<file path="src/hdl/tsop_pkg.sv">
package tsop_pkg;

	localparam int DATA_W     = 32;
	localparam int FILL_W     = 5;
	localparam int SEL_W      = 2;
	localparam int STAT_W     = 2;
	localparam int CFG_W      = 5;
	localparam int CFG_IDX_W  = 2;
	localparam int NUM_STACKS = 3;
	localparam int S_TDATA_W  = 40;
	localparam int S_TUSER_W  = 1;
	localparam int M_TDATA_W  = 40;
	localparam int M_TUSER_W  = 2;

	typedef logic [STAT_W-1:0]    status_t;
	typedef logic [SEL_W-1:0]     sel_t;
	typedef logic [CFG_IDX_W-1:0] cfg_idx_t;
	typedef logic [FILL_W-1:0]    fill_t;

	localparam status_t STAT_STORED   = 2'd0;
	localparam status_t STAT_REJECTED = 2'd1;
	localparam status_t STAT_POPPED   = 2'd2;
	localparam status_t STAT_EMPTY    = 2'd3;

	localparam sel_t STK_FIRST  = 2'd0;
	localparam sel_t STK_SECOND = 2'd1;
	localparam sel_t STK_THIRD  = 2'd2;

	localparam cfg_idx_t CFG_CAP_FIRST  = 2'd0;
	localparam cfg_idx_t CFG_CAP_SECOND = 2'd1;
	localparam cfg_idx_t CFG_CAP_THIRD  = 2'd2;

	localparam logic KIND_PUSH = 1'b0;
	localparam logic KIND_POP  = 1'b1;

	localparam fill_t CAP_RESET = 5'd16;

	typedef enum logic [1:0] {
		ST_IDLE,
		ST_EXEC,
		ST_DONE
	} state_t;

	typedef struct packed {
		logic load;
		logic exec;
		logic finish;
	} dp_cmd_t;

	typedef struct packed {
		logic out_free;
	} dp_stat_t;

endpackage

</file>
<file path="src/hdl/tsop_ctrl.sv">
module tsop_ctrl (
	input  logic               clk,
	input  logic               arst_n,
	input  logic               s_tvalid,
	input  tsop_pkg::dp_stat_t stat,
	output logic               s_tready,
	output tsop_pkg::dp_cmd_t  cmd
);
	import tsop_pkg::*;

	state_t state_q;
	state_t state_d;

	always_ff @(posedge clk or negedge arst_n) begin
		if (!arst_n) begin
			state_q <= ST_IDLE;
		end else begin
			state_q <= state_d;
		end
	end

	always_comb begin
		state_d = state_q;
		case (state_q)
			ST_IDLE: begin
				if (s_tvalid) state_d = ST_EXEC;
			end
			ST_EXEC: begin
				state_d = ST_DONE;
			end
			ST_DONE: begin
				if (stat.out_free) state_d = ST_IDLE;
			end
			default: begin
				state_d = ST_IDLE;
			end
		endcase
	end

	always_comb begin
		s_tready   = 1'b0;
		cmd.load   = 1'b0;
		cmd.exec   = 1'b0;
		cmd.finish = 1'b0;
		case (state_q)
			ST_IDLE: begin
				s_tready = 1'b1;
				cmd.load = s_tvalid;
			end
			ST_EXEC: begin
				cmd.exec = 1'b1;
			end
			ST_DONE: begin
				cmd.finish = stat.out_free;
			end
			default: begin
				s_tready = 1'b0;
			end
		endcase
	end

endmodule

</file>
<file path="src/hdl/tsop_stack_mem.sv">
module tsop_stack_mem #(
	parameter int DEPTH = 16,
	parameter int AW    = 4
) (
	input  logic                        clk,
	input  logic                        we,
	input  logic                        re,
	input  logic [AW-1:0]               addr,
	input  logic [tsop_pkg::DATA_W-1:0] wdata,
	output logic [tsop_pkg::DATA_W-1:0] rdata
);
	import tsop_pkg::*;

	logic [DATA_W-1:0] mem_q [DEPTH];
	logic [DATA_W-1:0] rdata_q;

	always_ff @(posedge clk) begin
		if (we) mem_q[addr] <= wdata;
		if (re) rdata_q <= mem_q[addr];
	end

	assign rdata = rdata_q;

endmodule

</file>
<file path="src/hdl/tsop_dp.sv">
module tsop_dp #(
	parameter int STACK_DEPTH = 16
) (
	input  logic                           clk,
	input  logic                           arst_n,
	input  logic                           cfg_we,
	input  logic [tsop_pkg::CFG_IDX_W-1:0] cfg_index,
	input  logic [tsop_pkg::CFG_W-1:0]     cfg_data,
	input  logic                           in_kind,
	input  logic [tsop_pkg::DATA_W-1:0]    in_value,
	input  logic [tsop_pkg::SEL_W-1:0]     in_sel,
	input  tsop_pkg::dp_cmd_t              cmd,
	output tsop_pkg::dp_stat_t             stat,
	output logic                           m_tvalid,
	input  logic                           m_tready,
	output logic [tsop_pkg::STAT_W-1:0]    out_status,
	output logic [tsop_pkg::SEL_W-1:0]     out_used,
	output logic [tsop_pkg::DATA_W-1:0]    out_popped,
	output logic [tsop_pkg::FILL_W-1:0]    out_fill
);
	import tsop_pkg::*;

	localparam int AW = (STACK_DEPTH > 1) ? $clog2(STACK_DEPTH) : 1;

	fill_t             cap_q [NUM_STACKS];
	fill_t             cnt_q [NUM_STACKS];
	logic              full [NUM_STACKS];
	logic [DATA_W-1:0] rdata [NUM_STACKS];

	logic              kind_q;
	logic [DATA_W-1:0] value_q;
	sel_t              sel_q;

	sel_t              tgt;
	logic              hit;
	status_t           status;
	fill_t             cnt_tgt;
	fill_t             fill_new;
	logic [AW-1:0]     addr;

	status_t           res_status_q;
	sel_t              res_used_q;
	fill_t             res_fill_q;
	logic              res_pop_q;
	sel_t              res_tgt_q;

	logic              m_tvalid_q;
	status_t           out_status_q;
	sel_t              out_used_q;
	logic [DATA_W-1:0] out_popped_q;
	fill_t             out_fill_q;

	// capacity registers
	always_ff @(posedge clk or negedge arst_n) begin
		if (!arst_n) begin
			for (int i = 0; i < NUM_STACKS; i++) cap_q[i] <= CAP_RESET;
		end else if (cfg_we) begin
			case (cfg_index)
				CFG_CAP_FIRST:  cap_q[0] <= cfg_data;
				CFG_CAP_SECOND: cap_q[1] <= cfg_data;
				CFG_CAP_THIRD:  cap_q[2] <= cfg_data;
				default: ;
			endcase
		end
	end

	always_ff @(posedge clk) begin
		if (cmd.load) begin
			kind_q  <= in_kind;
			value_q <= in_value;
			sel_q   <= in_sel;
		end
	end

	// capacity above depth acts as depth
	always_comb begin
		for (int i = 0; i < NUM_STACKS; i++) begin
			if (int'(cap_q[i]) > STACK_DEPTH) begin
				full[i] = int'(cnt_q[i]) >= STACK_DEPTH;
			end else begin
				full[i] = cnt_q[i] >= cap_q[i];
			end
		end
	end

	// placement order: third, first, second
	always_comb begin
		tgt    = STK_FIRST;
		hit    = 1'b0;
		status = STAT_REJECTED;
		if (kind_q == KIND_PUSH) begin
			if (!full[2]) begin
				tgt = STK_THIRD;
				hit = 1'b1;
			end else if (!full[0]) begin
				tgt = STK_FIRST;
				hit = 1'b1;
			end else if (!full[1]) begin
				tgt = STK_SECOND;
				hit = 1'b1;
			end
			status = hit ? STAT_STORED : STAT_REJECTED;
		end else begin
			status = STAT_EMPTY;
			if (int'(sel_q) < NUM_STACKS) begin
				tgt = sel_q;
				hit = cnt_q[sel_q] != '0;
				status = hit ? STAT_POPPED : STAT_EMPTY;
			end
		end
	end

	assign cnt_tgt  = cnt_q[tgt];
	assign fill_new = (kind_q == KIND_PUSH) ? cnt_tgt + 1'b1 : cnt_tgt - 1'b1;
	assign addr     = (kind_q == KIND_PUSH) ? AW'(cnt_tgt) : AW'(fill_new);

	always_ff @(posedge clk or negedge arst_n) begin
		if (!arst_n) begin
			for (int i = 0; i < NUM_STACKS; i++) cnt_q[i] <= '0;
		end else if (cmd.exec && hit) begin
			cnt_q[tgt] <= fill_new;
		end
	end

	always_ff @(posedge clk) begin
		if (cmd.exec) begin
			res_status_q <= status;
			res_used_q   <= tgt;
			res_fill_q   <= hit ? fill_new : '0;
			res_pop_q    <= hit && (kind_q == KIND_POP);
			res_tgt_q    <= tgt;
		end
	end

	for (genvar g = 0; g < NUM_STACKS; g++) begin : g_stack
		logic sel_here;
		assign sel_here = cmd.exec && hit && (tgt == SEL_W'(g));
		tsop_stack_mem #(
			.DEPTH(STACK_DEPTH),
			.AW   (AW)
		) u_mem (
			.clk  (clk),
			.we   (sel_here && (kind_q == KIND_PUSH)),
			.re   (sel_here && (kind_q == KIND_POP)),
			.addr (addr),
			.wdata(value_q),
			.rdata(rdata[g])
		);
	end

	// output register
	always_ff @(posedge clk or negedge arst_n) begin
		if (!arst_n) begin
			m_tvalid_q <= 1'b0;
		end else if (cmd.finish) begin
			m_tvalid_q <= 1'b1;
		end else if (m_tready) begin
			m_tvalid_q <= 1'b0;
		end
	end

	always_ff @(posedge clk) begin
		if (cmd.finish) begin
			out_status_q <= res_status_q;
			out_used_q   <= res_used_q;
			out_fill_q   <= res_fill_q;
			out_popped_q <= res_pop_q ? rdata[res_tgt_q] : '0;
		end
	end

	assign stat.out_free = !m_tvalid_q || m_tready;
	assign m_tvalid      = m_tvalid_q;
	assign out_status    = out_status_q;
	assign out_used      = out_used_q;
	assign out_popped    = out_popped_q;
	assign out_fill      = out_fill_q;

endmodule

</file>
<file path="src/hdl/three_stack_overflow_placer.sv">
// bank of three lifo stacks with overflow placement
// input stream (s_*): one transaction per item; s_tuser is the kind (push or pop),
//   s_tdata carries the push value and the stack to pop
// output stream (m_*): exactly one result transaction per input item, in order;
//   m_tuser is the status, m_tdata carries stack used, popped value and fill after
// a push goes to stack three, else stack one, else stack two; all full rejects it
// config port: cfg_we writes cfg_data into capacity register cfg_index
//   (0 first, 1 second, 2 third); the user must write only while the block is idle,
//   which the block itself does not enforce
// a result passes the input, result and output registers before m_tvalid rises
// the controller takes one item at a time, through accept, stack memory access with
//   registered read, and result register load; the next item is accepted while a
//   result waits in the output register; if the receiver stalls, the following result
//   holds in the datapath and s_tready stays low until the output register frees
// reset: counts cleared, all capacities 16, stack contents undefined (no clearing
//   pass, entries are read only after being written), output stream empty
module three_stack_overflow_placer #(
	parameter int STACK_DEPTH = 16
) (
	input  logic                           clk,
	input  logic                           arst_n,
	input  logic                           cfg_we,
	input  logic [tsop_pkg::CFG_IDX_W-1:0] cfg_index,
	input  logic [tsop_pkg::CFG_W-1:0]     cfg_data,
	input  logic                           s_tvalid,
	output logic                           s_tready,
	input  logic [tsop_pkg::S_TDATA_W-1:0] s_tdata,   // push_value, pop_stack, zero pad
	input  logic [tsop_pkg::S_TUSER_W-1:0] s_tuser,   // kind
	output logic                           m_tvalid,
	input  logic                           m_tready,
	output logic [tsop_pkg::M_TDATA_W-1:0] m_tdata,   // stack_used, popped_value, fill_after, pad
	output logic [tsop_pkg::M_TUSER_W-1:0] m_tuser    // status
);
	import tsop_pkg::*;

	dp_cmd_t           cmd;
	dp_stat_t          stat;
	status_t           out_status;
	sel_t              out_used;
	logic [DATA_W-1:0] out_popped;
	fill_t             out_fill;

	tsop_ctrl u_ctrl (
		.clk     (clk),
		.arst_n  (arst_n),
		.s_tvalid(s_tvalid),
		.stat    (stat),
		.s_tready(s_tready),
		.cmd     (cmd)
	);

	tsop_dp #(
		.STACK_DEPTH(STACK_DEPTH)
	) u_dp (
		.clk       (clk),
		.arst_n    (arst_n),
		.cfg_we    (cfg_we),
		.cfg_index (cfg_index),
		.cfg_data  (cfg_data),
		.in_kind   (s_tuser[0]),
		.in_value  (s_tdata[DATA_W-1:0]),
		.in_sel    (s_tdata[DATA_W+SEL_W-1:DATA_W]),
		.cmd       (cmd),
		.stat      (stat),
		.m_tvalid  (m_tvalid),
		.m_tready  (m_tready),
		.out_status(out_status),
		.out_used  (out_used),
		.out_popped(out_popped),
		.out_fill  (out_fill)
	);

	assign m_tdata = {{(M_TDATA_W-SEL_W-DATA_W-FILL_W){1'b0}}, out_fill, out_popped, out_used};
	assign m_tuser = out_status;

endmodule

</file>
<file path="config.mk">
export PLATFORM = sky130hd
export DESIGN_NAME = three_stack_overflow_placer
export DESIGN_NICKNAME = d
export VERILOG_FILES = /design/src/hdl/tsop_pkg.sv /design/src/hdl/tsop_ctrl.sv /design/src/hdl/tsop_stack_mem.sv /design/src/hdl/tsop_dp.sv /design/src/hdl/three_stack_overflow_placer.sv
export SDC_FILE = /design/constraint.sdc
export NUM_CORES = 2
export LEC_CHECK = 0
export ABC_CLOCK_PERIOD_IN_PS = 9600
export BUFFER_PORTS_ARGS = -buffer_cell sky130_fd_sc_hd__buf_2
export CELL_PAD_IN_SITES_DETAIL_PLACEMENT = 1
export CELL_PAD_IN_SITES_GLOBAL_PLACEMENT = 1
export CORE_MARGIN = 4
export CORE_UTILIZATION = 46
export CTS_CLUSTER_SIZE = 10
export DETAILED_ROUTE_END_ITERATION = 16
export GPL_TIMING_DRIVEN = 1
export PLACE_DENSITY_LB_ADDON = 0.1
export SYNTH_ARGS = -nofsm -noshare
export SYNTH_HDL_FRONTEND = slang
export SYNTH_HIERARCHICAL = 1
export SYNTH_SLANG_ARGS = --single-unit
</file>
<file path="constraint.sdc">
create_clock -name clk -period 9.6 [get_ports clk]
set_input_delay 0.96 -clock clk [delete_from_list [all_inputs] [get_ports clk]]
set_output_delay 0.96 -clock clk [all_outputs]
set_load 0.02 [all_outputs]
</file>
==> impl_metrics.py <==
metrics = {
    "run_status": {
        "status": "finished clean",
    },
    "floorplan": {
        "dieArea_sq_mm": 0.1502,
        "fp.dieW_um": 387.6,
        "die_y_um": 387.6,
        "core_sq_mm": 0.1433,
        "pin_count": 97,
        "start_util_pct": 46.26,
        "rows": 139,
    },
    "clock_tree": {
        "cts_hold_buf": 0,
        "cts.repair.resized": 0,
        "cts_made_buffers": 196,
        "clockBufferDepth": 3,
        "cts_setup_buffers": 0,
        "clock_latency_ns": 0.81,
        "cts.sinks": 1751,
        "htree_levels": 4,
        "root_buffer": "clkbuf_16",
        "cts_tree": "done",
        "clk_pin_slew_ns": 0.05,
    },
    "grt": {
        "grt_pass1_vias": 33800,
        "antenna_found_initial": 9,
        "grt_first_pass_wirelength_um": 246500,
        "grt_max_degree": 120,
        "gr-total-overflow": 0,
        "globalRouteTotalUtil_pct": 23.04,
    },
    "detailed_routing": {
        "first_pass_iters": 7,
        "wl_per_cell_um": 33.02,
        "via_per_inst": 6.046,
        "wirelength_um": 171300,
        "drc": 0,
        "ant_nets": 0,
        "vias": 31370,
        "first_iter_violations": 3068,
    },
    "timing": {
        "hold_violations": 0,
        "tightest_slew_ns": 1.273,
        "setup_ws_ns": 2.319,
        "setup_viol_count_final": 0,
        "max_slew_margin_pct": 14.96,
        "min_period_ns": 7.281,
        "finalCritPeriodShare_pct": 75.85,
        "tns_ns": 0,
        "drv_slew": 0,
        "clock.fmax_mhz": 137.3,
        "rsz0062_at_grt": "no",
        "clock_skew_ns": 0.02960,
    },
    "power_and_ir_drop": {
        "switching_share_pct": 33.75,
        "leakage_nw": 23.81,
        "p_sw_w": 0.008599,
        "ir_worst_vdd_mv": 0.4643,
        "p_clk_share_pct": 25.5,
        "p_total_w": 0.02548,
        "internal-power_w": 0.01688,
        "combPwrFrac_pct": 37.9,
        "power_per_cell_area_mw_per_mm2": 339.4,
        "pwr-share-seq_pct": 36.6,
    },
    "synth": {
        "synthCells": 2976,
        "synth_fp_nets": 3048,
        "synth_flop_cell": "edfxtp_1",
        "synth_area_sq_mm": 0.06629,
        "ys_ff_latch": 1751,
        "synth.avg_cell_area_sq_um": 22.27,
        "synth_warnings": 6,
        "synth_top_area_cell": "edfxtp_1",
        "synthArstFlopShare_pct": 1.885,
        "synthTopCellsByArea": "edfxtp_1, mux4_2, a22oi_1, dfrtp_1, nand2_1",
        "synth_top_cell_area_share_pct": 77.82,
        "synth_edf_count": 1718,
        "synth_cell_types": 60,
        "yosysSeqAreaShare_pct": 79.08,
    },
    "final_layout": {
        "drive_gt1_share_pct": 28.11,
        "most-common-layout-cells": "edfxtp_1, mux4_2, clkbuf_16, a22oi_1, nand2_1",
        "utilization_pct": 52.39,
        "layout_commonest_cell": "edfxtp_1",
        "syn2layout_area_growth_pct": 13.27,
        "final_nets": 3305,
    },
    "worst_setup_path": {
        "crit_slowest_cell": "edfxtp_1",
        "crit_top_cell": "a211oi_1",
        "startpoint": "u_dp/kind_q",
        "rrSetupSlack_ns": 2.32,
        "required_ns": 10.04,
        "start_kind": "register",
        "r2r_cells": 17,
        "cp_max_fo": 24,
        "r2r_start": "u_dp/kind_q",
        "path_delay_family": "compound AO/OA/AOI/OAI gates",
        "cp_num_cells": 17,
        "criticalPathCategory": "register to register",
        "timing.critical_path.buf_inv": 3,
        "crit_chain": "clkinv_1, o211ai_1, a21oi_1, o22a_1, a31oi_4, inv_4, mux2i_1, o21ai_0, ha_1, or2_2, a211oi_1, a211oi_1, nand3_2, mux2_2, nand3b_1, nor3_2, buf_4",
        "max_stage_delay_ns": 0.79,
        "critPathArrivalTime_ns": 7.72,
        "r2r_end": "u_dp/g_stack[2].u_mem/mem_q[8][26]",
        "worst_setup_path_end_kind": "register",
    },
    "place": {
        "dp_hpwl_um": 96900,
        "io_buffers": 89,
        "dpl_worst_slack_ns": 2.385,
        "globalplace.congestion": 0.8125,
    },
    "flow_run": {
        "cap_violations": 0,
    },
    "min_path": {
        "hp-class": "primary input to asynchronous set/reset pin",
    },
}
-- logic make-up after synthesis --
kind of cell / share of synthesized area [%]
AO/OA/AOI/OAI: 2.912
multiplexers: 14.05
buffers and inverters: 1.302
other: 0.005657
XOR/XNOR: 0.05286
flip-flops: 79.08
adder cells (fa/ha/maj): 0.3700
AND/OR/NAND/NOR: 2.229
-- power groups by stage --
stage                     logic [W]  registers (W)  clock network, W
after floorplan             0.00672        0.00956                 0
after global placement      0.00965        0.00947                 0
after detailed placement    0.00982        0.00949                 0
after CTS                   0.00985        0.00934           0.00666
after global routing         0.0104        0.00935           0.00699
final                       0.00966        0.00933           0.00649
-- state kept, by name, summed over array words and instances (netlist names), 5 cells and up --
| register | count |
|---|---|
| u_dp/out_popped | 32 |
| u_dp/res_fill_q | 5 |
| u_dp/g_stack.u_mem/mem_q | 1536 |
| u_dp/cap_q | 15 |
| u_dp/value_q | 32 |
| u_dp/g_stack.u_mem/rdata | 96 |
| u_dp/out_fill | 5 |
| u_dp/cnt_q | 15 |
-- synth_stat cells (4+ instances only) --
cell type and instances:
ha_1 18, a21oi_1 6, a22oi_1 193, nor2b_1 9
o21ai_0 48, buf_2 33, mux2_2 21, nand2_1 142
mux2_4 4, edfxtp_1 1718, nand3b_1 8, mux2i_1 37
buf_6 18, mux4_2 384, buf_4 4, nand2b_1 10
and2_1 42, dfrtp_1 30, nor2_1 58, clkbuf_1 96
nor4_1 5, nand3_1 6, inv_1 22, nor3_1 14
-- cell type report --
| cell class | count | area [sq um] |
|---|---|---|
| sequential | 1751 | 52420 |
| clock inverter | 22 | 291.5 |
| clock buffer | 227 | 5042 |
| fill | 12290 | 68220 |
| inverter | 24 | 92.59 |
| multi-input combinational | 1048 | 13440 |
| timing repair buffer | 212 | 1419 |
| antenna | 1 | 2.502 |
| tap | 1903 | 2381 |
-- per-stage QoR --
stage / instance area [sq um] / instances / hold WS, ns
final: 75080 / 5188 / 0.2341
after global routing: 75080 / 5187 / 0.2642
after CTS: 75080 / 5187 / 0.1857
after detailed placement: 69750 / 4938 / 0.4099
after global placement: 69750 / 4938 / 0.4110
after floorplan: 66290 / 2976 / 0.4003
-- worst max-delay path by stage --
stage	end	slack, ns
final	u_dp/g_stack[2].u_mem/mem_q[8][26]	2.32
after global routing	u_dp/g_stack[2].u_mem/mem_q[8][14]	1.89
after CTS	u_dp/g_stack[2].u_mem/mem_q[8][14]	2.34
after detailed placement	u_dp/g_stack[2].u_mem/mem_q[8][4]	2.39
after global placement	u_dp/g_stack[2].u_mem/mem_q[8][5]	2.47
after floorplan	u_dp/g_stack[2].u_mem/mem_q[0][0]	3.03
-- metal layers --
layer  global-route usage (%)  vias to the layer above  part of all wire [%]
met5                        0                        -                     0
met4                    6.635                        0                   2.7
met3                    3.904                      234                   6.3
met2                    38.02                     1106                    50
met1                    31.99                    17110                    41
li1                         -                    12910                     -
Note: power is estimated with default switching activity, not from simulation.
